### config.mk
export PLATFORM = sky130hd
export DESIGN_NAME = uart_baud_divisor_calculator
export DESIGN_NICKNAME = d
export VERILOG_FILES = /design/src/hdl/ubdc_pkg.sv /design/src/hdl/ubdc_div.sv /design/src/hdl/ubdc_msel.sv /design/src/hdl/uart_baud_divisor_calculator.sv
export VERILOG_INCLUDE_DIRS = /design/src /design/src/hdl
export SDC_FILE = /design/constraint.sdc
export NUM_CORES = 1
export LEC_CHECK = 0
export ABC_AREA = 0
export BUFFER_PORTS_ARGS = -buffer_cell sky130_fd_sc_hd__buf_2
export CAP_MARGIN = 5
export CORE_AREA = 2 2 161 131
export DETAILED_ROUTE_END_ITERATION = 10
export DIE_AREA = 0 0 163 133
export PLACE_DENSITY = 0.74
export REMOVE_ABC_BUFFERS = 1
export SLEW_MARGIN = 20
export SYNTH_ARGS = -nofsm -noshare
export SYNTH_HDL_FRONTEND = slang
export SYNTH_SLANG_ARGS = --single-unit
### constraint.sdc
create_clock -name clk -period 8.6 [get_ports clk]
set_input_delay 0.43 -clock clk [delete_from_list [all_inputs] [get_ports clk]]
set_output_delay 0.43 -clock clk [all_outputs]
set_load 0.01 [all_outputs]
### src/hdl/uart_baud_divisor_calculator_macros.svh
// Assertion macros for the UART baud divisor calculator.
// Used by the top level only; needs no package.
`ifndef UART_BAUD_DIVISOR_CALCULATOR_MACROS_SVH
`define UART_BAUD_DIVISOR_CALCULATOR_MACROS_SVH
`ifndef NO_ASSERTIONS
// Check an implication within the same cycle.
`define UBDC_ASSERT(lbl, ante, cons) \
  lbl: assert property (@(posedge clk) disable iff (!rst_n) (ante) |-> (cons)) \
    else $error("ubdc check failed");
// Check an implication in the next cycle.
`define UBDC_ASSERT_NXT(lbl, ante, cons) \
  lbl: assert property (@(posedge clk) disable iff (!rst_n) (ante) |=> (cons)) \
    else $error("ubdc check failed");
`else
`define UBDC_ASSERT(lbl, ante, cons)
`define UBDC_ASSERT_NXT(lbl, ante, cons)
`endif
`endif

### src/hdl/ubdc_pkg.sv
// Shared types, constants and ROM functions for the UART baud divisor calculator.
// No dependencies.
package ubdc_pkg;

  localparam int unsigned RATE_W      = 32;
  localparam int unsigned FRAC_W      = 16;
  localparam int unsigned DIVIDEND_W  = RATE_W + FRAC_W;
  localparam int unsigned DIV_STEPS   = DIVIDEND_W;
  localparam int unsigned ROM_ENTRIES = 36;
  localparam int unsigned IDX_W       = 6;
  localparam int unsigned BIT_W       = 3;
  localparam int unsigned SEARCH_STEPS = IDX_W;
  localparam int unsigned CNT_W       = 6;
  localparam logic [RATE_W-1:0] OS_LIMIT = RATE_W'(16);

  typedef struct packed {
    logic [RATE_W-1:0] src_clk_hz;
    logic [RATE_W-1:0] line_bps;
  } in_beat_t;

  typedef struct packed {
    logic [27:0] divider;
    logic        oversample_16x;
    logic [3:0]  first_stage_pattern;
    logic [7:0]  mod_byte;
    logic [15:0] modulation_control_word;
  } out_beat_t;

  typedef struct packed {
    logic load;
    logic step;
  } unit_ctrl_t;

  function automatic logic [FRAC_W-1:0] thresh_at(input logic [IDX_W-1:0] idx);
    logic [FRAC_W-1:0] t;
    unique case (idx)
      6'd0:  t = 16'd0;     6'd1:  t = 16'd3466;  6'd2:  t = 16'd4685;
      6'd3:  t = 16'd5472;  6'd4:  t = 16'd6560;  6'd5:  t = 16'd8205;
      6'd6:  t = 16'd9371;  6'd7:  t = 16'd10944; 6'd8:  t = 16'd14070;
      6'd9:  t = 16'd14575; 6'd10: t = 16'd16403; 6'd11: t = 16'd19660;
      6'd12: t = 16'd21856; 6'd13: t = 16'd23429; 6'd14: t = 16'd24595;
      6'd15: t = 16'd26234; 6'd16: t = 16'd28088; 6'd17: t = 16'd28691;
      6'd18: t = 16'd32781; 6'd19: t = 16'd37453; 6'd20: t = 16'd39341;
      6'd21: t = 16'd40986; 6'd22: t = 16'd42152; 6'd23: t = 16'd43692;
      6'd24: t = 16'd45881; 6'd25: t = 16'd46838; 6'd26: t = 16'd49171;
      6'd27: t = 16'd51517; 6'd28: t = 16'd52455; 6'd29: t = 16'd54611;
      6'd30: t = 16'd55469; 6'd31: t = 16'd56177; 6'd32: t = 16'd57350;
      6'd33: t = 16'd59008; 6'd34: t = 16'd60096; 6'd35: t = 16'd60869;
      default: t = 16'hFFFF;
    endcase
    return t;
  endfunction

  function automatic logic [7:0] pattern_at(input logic [IDX_W-1:0] idx);
    logic [7:0] p;
    unique case (idx)
      6'd0:  p = 8'h00; 6'd1:  p = 8'h01; 6'd2:  p = 8'h02; 6'd3:  p = 8'h04;
      6'd4:  p = 8'h08; 6'd5:  p = 8'h10; 6'd6:  p = 8'h20; 6'd7:  p = 8'h11;
      6'd8:  p = 8'h21; 6'd9:  p = 8'h22; 6'd10: p = 8'h44; 6'd11: p = 8'h25;
      6'd12: p = 8'h49; 6'd13: p = 8'h4A; 6'd14: p = 8'h52; 6'd15: p = 8'h92;
      6'd16: p = 8'h53; 6'd17: p = 8'h55; 6'd18: p = 8'hAA; 6'd19: p = 8'h6B;
      6'd20: p = 8'hAD; 6'd21: p = 8'hB5; 6'd22: p = 8'hB6; 6'd23: p = 8'hD6;
      6'd24: p = 8'hB7; 6'd25: p = 8'hBB; 6'd26: p = 8'hDD; 6'd27: p = 8'hED;
      6'd28: p = 8'hEE; 6'd29: p = 8'hBF; 6'd30: p = 8'hDF; 6'd31: p = 8'hEF;
      6'd32: p = 8'hF7; 6'd33: p = 8'hFB; 6'd34: p = 8'hFD; 6'd35: p = 8'hFE;
      default: p = 8'h00;
    endcase
    return p;
  endfunction

endpackage

### src/hdl/ubdc_div.sv
// Restoring divider, one quotient bit per step: {src_clk_hz, 16'b0} / line_bps.
// Depends on ubdc_pkg.
module ubdc_div (
  input  logic                                clk,
  input  ubdc_pkg::unit_ctrl_t                ctrl,
  input  logic [ubdc_pkg::DIVIDEND_W-1:0]     dividend,
  input  logic [ubdc_pkg::RATE_W-1:0]         divisor,
  output logic [ubdc_pkg::DIVIDEND_W-1:0]     quotient
);
  import ubdc_pkg::*;

  logic [DIVIDEND_W-1:0] quo_r, quo_nxt;
  logic [RATE_W-1:0]     rem_r, rem_nxt;
  logic [RATE_W-1:0]     dvs_r;
  logic [RATE_W:0]       trial;
  logic [RATE_W+1:0]     diff;
  logic                  fits;

  // Bring down the next dividend bit and try the subtract.
  always_comb begin
    trial   = {rem_r, quo_r[DIVIDEND_W-1]};
    diff    = {1'b0, trial} - {2'b00, dvs_r};
    fits    = ~diff[RATE_W+1];
    rem_nxt = fits ? diff[RATE_W-1:0] : trial[RATE_W-1:0];
    quo_nxt = {quo_r[DIVIDEND_W-2:0], fits};
  end

  always_ff @(posedge clk) begin
    if (ctrl.load) begin
      quo_r <= dividend;
      rem_r <= '0;
      dvs_r <= divisor;
    end else if (ctrl.step) begin
      quo_r <= quo_nxt;
      rem_r <= rem_nxt;
    end
  end

  assign quotient = quo_r;

endmodule

### src/hdl/ubdc_msel.sv
// Modulation byte picker: bitwise binary search of the threshold ROM.
// Depends on ubdc_pkg.
module ubdc_msel (
  input  logic                          clk,
  input  ubdc_pkg::unit_ctrl_t          ctrl,
  input  logic [ubdc_pkg::FRAC_W-1:0]   frac,
  output logic [7:0]                    pattern
);
  import ubdc_pkg::*;

  logic [IDX_W-1:0] idx_r, idx_nxt;
  logic [BIT_W-1:0] bit_r;
  logic [IDX_W-1:0] cand;
  logic             take;

  // Set the next lower index bit when its threshold is still at or below the fraction.
  always_comb begin
    cand    = idx_r | (IDX_W'(1) << bit_r);
    take    = (cand < IDX_W'(ROM_ENTRIES)) && (thresh_at(cand) <= frac);
    idx_nxt = take ? cand : idx_r;
  end

  always_ff @(posedge clk) begin
    if (ctrl.load) begin
      idx_r <= '0;
      bit_r <= BIT_W'(IDX_W - 1);
    end else if (ctrl.step) begin
      idx_r <= idx_nxt;
      bit_r <= bit_r - BIT_W'(1);
    end
  end

  assign pattern = pattern_at(idx_r);

endmodule

### src/hdl/uart_baud_divisor_calculator.sv
// UART baud divisor calculator, top level.
// Sequence: the accepting edge loads the divider; then come 48 divide steps, 6 search steps,
// the pack state and the output register. A zero baud rate goes from idle straight to packing.
// A new item is accepted only while idle, so items never overlap in the one-bit-per-cycle divider.
// Reset: synchronous, active low; returns the sequencer to idle and drops the strobe.
// The receiver cannot stall: each result is shown for one cycle only.
`include "uart_baud_divisor_calculator_macros.svh"
module uart_baud_divisor_calculator (
  input  logic                 clk,
  input  logic                 rst_n,
  input  logic                 start,
  output logic                 busy,
  input  ubdc_pkg::in_beat_t   in_data,
  output logic                 out_valid,
  output ubdc_pkg::out_beat_t  out_data
);
  import ubdc_pkg::*;

  // One-hot sequencer states.
  typedef enum logic [3:0] {
    ST_IDLE   = 4'b0001,
    ST_DIVIDE = 4'b0010,
    ST_SEARCH = 4'b0100,
    ST_DONE   = 4'b1000
  } state_t;

  state_t            state_r, state_nxt;
  logic [CNT_W-1:0]  cnt_r, cnt_nxt;
  logic              zero_baud_r;
  logic              accept;
  unit_ctrl_t        div_ctrl;
  unit_ctrl_t        sel_ctrl;
  logic [DIVIDEND_W-1:0] quotient;
  logic [RATE_W-1:0] n_quo;
  logic [FRAC_W-1:0] frac;
  logic [7:0]        mod_pat;
  out_beat_t         res;
  logic              out_valid_r;
  out_beat_t         out_data_r;
  logic              out_direct_ok;
  logic              out_word_ok;

  assign busy   = (state_r != ST_IDLE);
  assign accept = start & ~busy;

  // Split the 48-bit quotient: top 32 bits are N, bottom 16 the fraction.
  assign n_quo = quotient[DIVIDEND_W-1:FRAC_W];
  assign frac  = quotient[FRAC_W-1:0];

  ubdc_div u_div (
    .clk      (clk),
    .ctrl     (div_ctrl),
    .dividend ({in_data.src_clk_hz, {FRAC_W{1'b0}}}),
    .divisor  (in_data.line_bps),
    .quotient (quotient)
  );

  ubdc_msel u_msel (
    .clk     (clk),
    .ctrl    (sel_ctrl),
    .frac    (frac),
    .pattern (mod_pat)
  );

  // Sequencer: load the divider on accept, step it, then step the ROM search.
  always_comb begin
    state_nxt     = state_r;
    cnt_nxt       = cnt_r;
    div_ctrl.load = 1'b0;
    div_ctrl.step = 1'b0;
    sel_ctrl.load = 1'b0;
    sel_ctrl.step = 1'b0;
    unique case (state_r)
      ST_IDLE: begin
        if (accept) begin
          div_ctrl.load = 1'b1;
          cnt_nxt       = '0;
          // A zero baud rate skips the arithmetic and gives an all-zero result.
          state_nxt     = (in_data.line_bps == '0) ? ST_DONE : ST_DIVIDE;
        end
      end
      ST_DIVIDE: begin
        div_ctrl.step = 1'b1;
        cnt_nxt       = cnt_r + CNT_W'(1);
        if (cnt_r == CNT_W'(DIV_STEPS - 1)) begin
          sel_ctrl.load = 1'b1;
          cnt_nxt       = '0;
          state_nxt     = ST_SEARCH;
        end
      end
      ST_SEARCH: begin
        sel_ctrl.step = 1'b1;
        cnt_nxt       = cnt_r + CNT_W'(1);
        if (cnt_r == CNT_W'(SEARCH_STEPS - 1)) begin
          state_nxt = ST_DONE;
        end
      end
      ST_DONE: begin
        state_nxt = ST_IDLE;
      end
      default: begin
        state_nxt = ST_IDLE;
      end
    endcase
  end

  // Pack the result: all zero for a zero baud rate, else direct mode up to N of 16, else 16x oversampling.
  always_comb begin
    res = '0;
    if (!zero_baud_r) begin
      if (n_quo <= OS_LIMIT) begin
        res.divider             = n_quo[27:0];
        res.oversample_16x      = 1'b0;
        res.first_stage_pattern = 4'h0;
      end else begin
        res.divider             = n_quo[RATE_W-1:4];
        res.oversample_16x      = 1'b1;
        res.first_stage_pattern = n_quo[3:0];
      end
      res.mod_byte                = mod_pat;
      res.modulation_control_word = {mod_pat, res.first_stage_pattern, 3'b000,
                                     res.oversample_16x};
    end
  end

  always_ff @(posedge clk) begin
    if (!rst_n) begin
      state_r     <= ST_IDLE;
      cnt_r       <= '0;
      out_valid_r <= 1'b0;
    end else begin
      state_r     <= state_nxt;
      cnt_r       <= cnt_nxt;
      out_valid_r <= (state_r == ST_DONE);
    end
  end

  // Hold the zero-baud flag per item and register the outgoing beat.
  always_ff @(posedge clk) begin
    if (accept) begin
      zero_baud_r <= (in_data.line_bps == '0);
    end
    if (state_r == ST_DONE) begin
      out_data_r <= res;
    end
  end

  assign out_valid = out_valid_r;
  assign out_data  = out_data_r;

  // Direct mode never carries a first-stage pattern or a divider above 16.
  assign out_direct_ok = (out_data_r.first_stage_pattern == 4'h0) &&
                         (out_data_r.divider <= 28'd16);
  assign out_word_ok   = (out_data_r.modulation_control_word[15:8] == out_data_r.mod_byte) &&
                         (out_data_r.modulation_control_word[0] == out_data_r.oversample_16x);

  `UBDC_ASSERT_NXT(a_accept_busy, accept, busy)
  `UBDC_ASSERT_NXT(a_strobe_single, out_valid, !out_valid)
  `UBDC_ASSERT(a_direct_mode, out_valid && !out_data.oversample_16x, out_direct_ok)
  `UBDC_ASSERT(a_word_packed, out_valid, out_word_ok)

endmodule
==> Word-level counts from Yosys, hierarchy flattened <==
Memory sizes are Yosys's and may differ from the RTL's. A register that Yosys moved wholly into a read port is not among the register bits.
Cells that the tools add are included.
{ "totals": {"reg_bits": 190, "elab_cells": 66, "rom_bits": 1536, "memories": 2} }
{ "classes": {"shifts": 1, "n_mux": 20, "n_eq_ne": 10, "reduce_logical": 7, "addsub": 3, "bitwise_logic": 4, "n_lt_le_gt_ge": 3} }
{ "mem_list": {"columns": ["memory", "depth", "width", "rd", "rd_ports_with_merged_regs", "write_ports", "line_no", "rtl"], "rows": [
  ["(name not given)", 64, 16, 1, 0, 0, "ubdc_pkg.sv:36", "unique case (idx)"],
  ["(name not given)", 64, 8, 1, 1, 0, "ubdc_pkg.sv:56", "unique case (idx)"]
]} }
{ "ops": {"columns": ["op", "n"], "rows": [
  ["$mux 48", 2],
  ["$sub 33x32->34", 1],
  ["$mux 33", 1],
  ["$le 32x5->1 const B", 1],
  ["$logic_not 32->1", 1],
  ["$mux 32", 1],
  ["$mux 6", 4],
  ["$pmux 6 s3", 1],
  ["$le 16x16->1", 1],
  ["$mux 4", 4],
  ["$pmux 4 s3", 1],
  ["$add 6x1->6 const B", 1],
  ["$eq 6x3->1 const B", 1],
  ["$eq 6x6->1 const B", 1],
  ["$lt 6x6->1 const B", 1],
  ["$mux 1", 6],
  ["$ne 2x2->1 const B", 3],
  ["$or 6x6->6", 1],
  ["$shl 1x3->6 const A", 1],
  ["$eq 4x1->1 const B", 1],
  ["$eq 4x2->1 const B", 1],
  ["$eq 4x3->1 const B", 1],
  ["$eq 4x4->1 const B", 1],
  ["$ne 4x1->1 const B", 1],
  ["8 further kinds", 10]
]} }

==> Depth between registers and ports, before layout <==
An unclocked memory read counts as a cell.
{ "depth": {"ltp_word": 8, "mapped_depth": 26} }

==> Modules after synthesis <==
Synthesis repeated with hierarchy kept, for this count alone.
{ "unflattened": {"cells_unflattened": 1111, "hier_area_um2": 11125.7} }
{ "by_module_without_submodules": {"columns": ["mod", "area_per_inst_um2", "seq_area_each_um2", "instances", "cells_per_inst"], "rows": [
  ["ubdc_div", 6124.6, 3042.9, 1, 562],
  ["ubdc_msel", 2532.4, 340.3, 1, 345],
  ["uart_baud_divisor_calculator", 2468.6, 1481.4, 1, 204]
]} }

==> Worst setup path after synthesis <==
OpenSTA, ideal clock, no wires.
{ "synth_path": {"path_kind": "register to register", "startpoint": "reg state_r[3]", "endpoint": "reg out_data_r (netlist bit out_data[0]) (enable)", "t_arrival_ps": 4732, "required_ps": 8042, "stages_incl_launch_ff": 2, "period_less_slack_ps": 5290, "setup_ps": 558, "slack_ps": 3310, "cell_sequence": "dfxtp_1 nor4b_1"} }
{ "synth_between": {"elab_chain_cells": 1} }
{ "synth_lines": {"columns": ["item", "line_no", "rtl"], "rows": [
  ["start, declared", "uart_baud_divisor_calculator.sv:27", "state_t state_r, state_nxt;"],
  ["start signal, assigned", "uart_baud_divisor_calculator.sv:132", "state_r <= state_nxt;"],
  ["$eq 4x4->1", "uart_baud_divisor_calculator.sv:143", "if (state_r == ST_DONE) begin"],
  ["end signal, assigned", "uart_baud_divisor_calculator.sv:144", "out_data_r <= res;"],
  ["end, declared", "uart_baud_divisor_calculator.sv:39", "out_beat_t out_data_r;"]
]} }
Every way passes these cells.
A chain may end at the register's enable or synchronous reset.

==> Final worst setup path <==
{ "layout_path": {"startpoint": "reg u_msel.bit_r[0]", "endpoint": "reg u_msel.pattern[4] (netlist name)"} }
{ "layout_between": {"elab_chain_cells": 8, "elab_cells_between_ends": 9} }
{ "layout_lines": {"columns": ["item", "line_no", "rtl"], "rows": [
  ["start, declared", "ubdc_msel.sv:12", "logic [BIT_W-1:0] bit_r;"],
  ["start signal, assigned", "ubdc_msel.sv:26", "bit_r <= BIT_W'(IDX_W - 1);"],
  ["start signal, assigned", "ubdc_msel.sv:29", "bit_r <= bit_r - BIT_W'(1);"],
  ["$shl 1x3->6 *", "ubdc_msel.sv:18", "cand = idx_r | (IDX_W'(1) << bit_r);"],
  ["$or 6x6->6 *", "ubdc_msel.sv:18", null],
  ["via u_msel.cand[0]", "ubdc_msel.sv:13", "logic [IDX_W-1:0] cand;"],
  ["$mem_v2 64x16", null, null],
  ["$le 16x16->1", "ubdc_msel.sv:19", "take = (cand < IDX_W'(ROM_ENTRIES)) && (thresh_at(cand) <= frac);"],
  ["$logic_and 1x1->1", "ubdc_msel.sv:19", null],
  ["$reduce_and 2->1 (no line)", null, null],
  ["$mux 6 (no line) * (2 in a row)", null, null]
]} }
Mark *: on every way through the listed nets, which the timed path passes. The rest lies on a longest branch.

==> results.py <==
metrics = {
    "sta": {
        "finalCriticalPeriod_ns": 6.063,
        "hold_viol": 0,
        "setup_viol_count_final": 0,
        "holdWs_ns": 0.1923,
        "min_period_over_period_pct": 70.50,
        "rsz0062_at_grt": "false",
        "max_freq_mhz": 164.9,
        "maxSlewViolCount": 0,
        "worst_pin_slew_ns": 0.8491,
        "slew_headroom_pct": 43.19,
        "final.setup.tns_ns": 0,
        "finClkSkew_ns": 0.01465,
    },
    "clocking": {
        "clk_pin_slew_ns": 0.08,
        "holdBufCountCts": 0,
        "post_cts_buffers": 0,
        "insertion_delay_ns": 0.43,
        "cts_buffer_depth": 2,
        "clock-root-buffer": "clkbuf_16",
        "cts.sinks": 182,
        "cts_tree": "yes",
        "cts_made_buffers": 17,
        "post_cts_resized": 0,
        "htreeDepth": 4,
    },
    "global_routing": {
        "grt_pass1_vias": 8076,
        "track_usage_pct": 23.41,
        "top_usage_layer": "met2",
        "met1_usage_pct": 33.30,
        "grt_overflow": 0,
        "grt_max_degree": 68,
        "use_met3_pct": 3.636,
        "grt_use_met2_pct": 36.91,
        "antenna_found_initial": 2,
        "grt_pass1_wl_um": 40900,
    },
    "die": {
        "io_pins": 126,
        "placementRows": 47,
        "die_x_um": 163,
        "die-area_um2": 21680,
        "die_y_um": 133,
        "initial_core_util_pct": 52.51,
        "core_area_um2": 20290,
    },
    "synthesis": {
        "synthCells": 1130,
        "synth_flop_cell": "edfxtp_1",
        "syn_area_per_cell_um2": 9.427,
        "netlist_area_um2": 10650,
        "async_reset_ff_share_pct": 0,
        "seq_area_frac_synth_pct": 44.16,
        "ys_types": 71,
        "synth_edf_count": 106,
        "synth-seq-cells": 182,
        "ys_warn_count": 0,
    },
    "detailed_routing": {
        "first_iter_violations": 728,
        "vias": 8864,
        "viasPerCell": 5.901,
        "drtPass1Iterations": 7,
        "ant_nets": 0,
        "wl_um": 25460,
        "drc": 0,
        "drt-wirelength-per-cell_um": 16.95,
    },
    "pwr": {
        "peakVddDrop_mv": 0.1472,
        "power_density_nw_per_um2": 205.4,
        "cellLeakagePower_uw": 0.004834,
    },
    "run_status": {
        "status": "finished, final reports clean",
    },
    "final_layout": {
        "area_delta_synth_final_pct": 12.65,
        "postLayoutCellArea_um2": 12000,
        "final_layout_size_suffix_gt1_share_pct": 15.26,
        "layout.nets": 1363,
    },
    "worst_setup_path": {
        "rrSetupSlack_ns": 2.54,
        "crit_chain": "inv_1 -> ha_1 -> nor2b_1 -> nor2_1 -> inv_1 -> ha_1 -> nand2_1 -> a311oi_1 -> a21oi_1 -> ha_1 -> and4_1 -> nand2_1 -> nor3_1 -> a41oi_1 -> o21ai_0 -> and2_1 -> inv_1 -> ha_1 -> a211oi_1 -> a2111oi_0 -> a211o_1",
        "critPathArrivalTime_ns": 6.38,
        "critPathMaxFanout": 12,
        "path_buf_inv": 3,
        "start_kind": "flip-flop",
        "crit_family": "simple AND/OR/NAND/NOR gates",
        "crit_type": "flip-flop to flip-flop",
        "cpMaxStageDelayCell": "nor2_1",
        "cp_data_required_time_ns": 8.92,
        "cpMostUsedCell": "ha_1",
        "endpoint_kind": "flip-flop",
        "crit_path_max_incr_delay_ns": 0.66,
    },
    "hold_path": {
        "hold_class": "input port to flip-flop",
    },
    "placement": {
        "gp_congestion": 0.9112,
        "placed_cell_area_um2": 11390,
        "dp_hpwl_um": 17880,
        "port_buffers": 122,
    },
    "run": {
        "cap_violations": 0,
    },
}
[synthesized netlist by cell type, types with 5 or more instances]
cell,instances,area [um2]
and3_1,8,50.05
nor2b_1,16,100.1
clkbuf_1,39,146.4
o21ai_1,19,95.09
mux2i_1,9,90.09
nor2_1,80,300.3
a21oi_1,92,460.4
nor4_1,15,93.84
a211oi_1,17,127.6
o21ai_0,70,350.3
a31oi_1,12,75.07
a21o_1,11,82.58
ha_1,76,950.9
o211ai_1,18,135.1
xor2_1,12,105.1
buf_2,5,25.02
nand4_1,13,81.33
xnor2_1,12,105.1
buf_4,18,135.1
dfxtp_1,76,1521
o22ai_1,7,43.79
a22o_1,37,324.1
o31ai_1,8,60.06
buf_1,5,18.77
a211o_1,5,43.79
nor3_1,19,95.09
nand3_1,47,235.2
nand2_1,69,259.0
inv_1,71,266.5
edfxtp_1,106,3183
nand2b_1,10,62.56
a32oi_1,6,52.55
and2_1,34,212.7
or3_1,6,37.54
[layout make-up]
type	instances	area (um2)
Tap cell	269	336.6
Clock buffer	18	429.2
Fill cell	1739	8288
Timing Repair Buffer	137	723.2
Multi-Input combinational cell	806	5343
Sequential cell	182	4705
Inverter	75	281.5
Clock inverter	14	180.2
Antenna cell	1	2.502
[path summary, 6_finish.rpt]
| kind | start | depth (start not counted) | endpoint |
|---|---|---|---|
| setup / recovery | u_msel.bit_r[0]$_SDFFE_PP1N_ | 21 | u_msel.pattern[4]$_DFF_P_ |
| hold / removal | in_data[4] | 1 | u_div.dvs_r[4]$_DFFE_PP_ |
| hold reg to reg | u_div.rem_r[13]$_SDFFE_PP0P_ | 2 | u_div.rem_r[13]$_SDFFE_PP0P_ |
| setup reg to reg | u_msel.bit_r[0]$_SDFFE_PP1N_ | 21 | u_msel.pattern[4]$_DFF_P_ |
[flip-flops by register name, summed over array words and instances (netlist names)]
signal and count:
u_msel.idx_r 6, state_r 4, zero_baud_r 1, out_valid 1, u_msel.pattern 8, u_div.dvs_r 32
u_div.quotient 48, out_data 41, u_msel.bit_r 3, u_div.rem_r 32, cnt_r 6
[cell usage in the layout (no fill, tap or decap), types with 37 or more instances in the layout]
master	count
nand3_1	47
inv_1	71
o21ai_0	70
a22o_1	37
edfxtp_1	106
dfxtp_1	76
ha_1	76
a21oi_1	91
buf_2	122
nor2_1	80
nand2_1	69
[per-layer routing]
metal / share of wire [%] / wire length [um]
met5: 0.051 / 13
met4: 1.9 / 472
met3: 5.0 / 1268
met2: 46 / 11660
met1: 47 / 12040
[kinds of logic after synthesis]
group           count (synthesis)  synth area share (%)
other cells                     1               0.03520
fa+ha+maj                      77                 9.114
mux                            12                 1.163
compound gates                355                 21.94
simple gates                  335                 15.70
xor+xnor                       24                 1.973
buf+inv                       144                 5.908
flops                         182                 44.16
[through the flow]
step | cells | total power [uW] | utilization, % | setup slack [ns]
finish | 1502 | 2465 | 59.15 | 2.537
global route | 1502 | 2588 | 59.15 | 1.944
CTS | 1501 | 2475 | 59.14 | 2.616
detailed placement | 1469 | 1700 | 56.13 | 2.607
global placement | 1469 | 1688 | 56.13 | 2.888
floorplan | 1063 | 1528 | - | 1.595
[where the power goes]
group,switching [uW],leakage [uW],internal [uW]
clock network,378,0.000293,395
logic,334,0.00291,196
registers,82.8,0.00163,1080
Note: power is estimated with default switching activity, not from simulation.
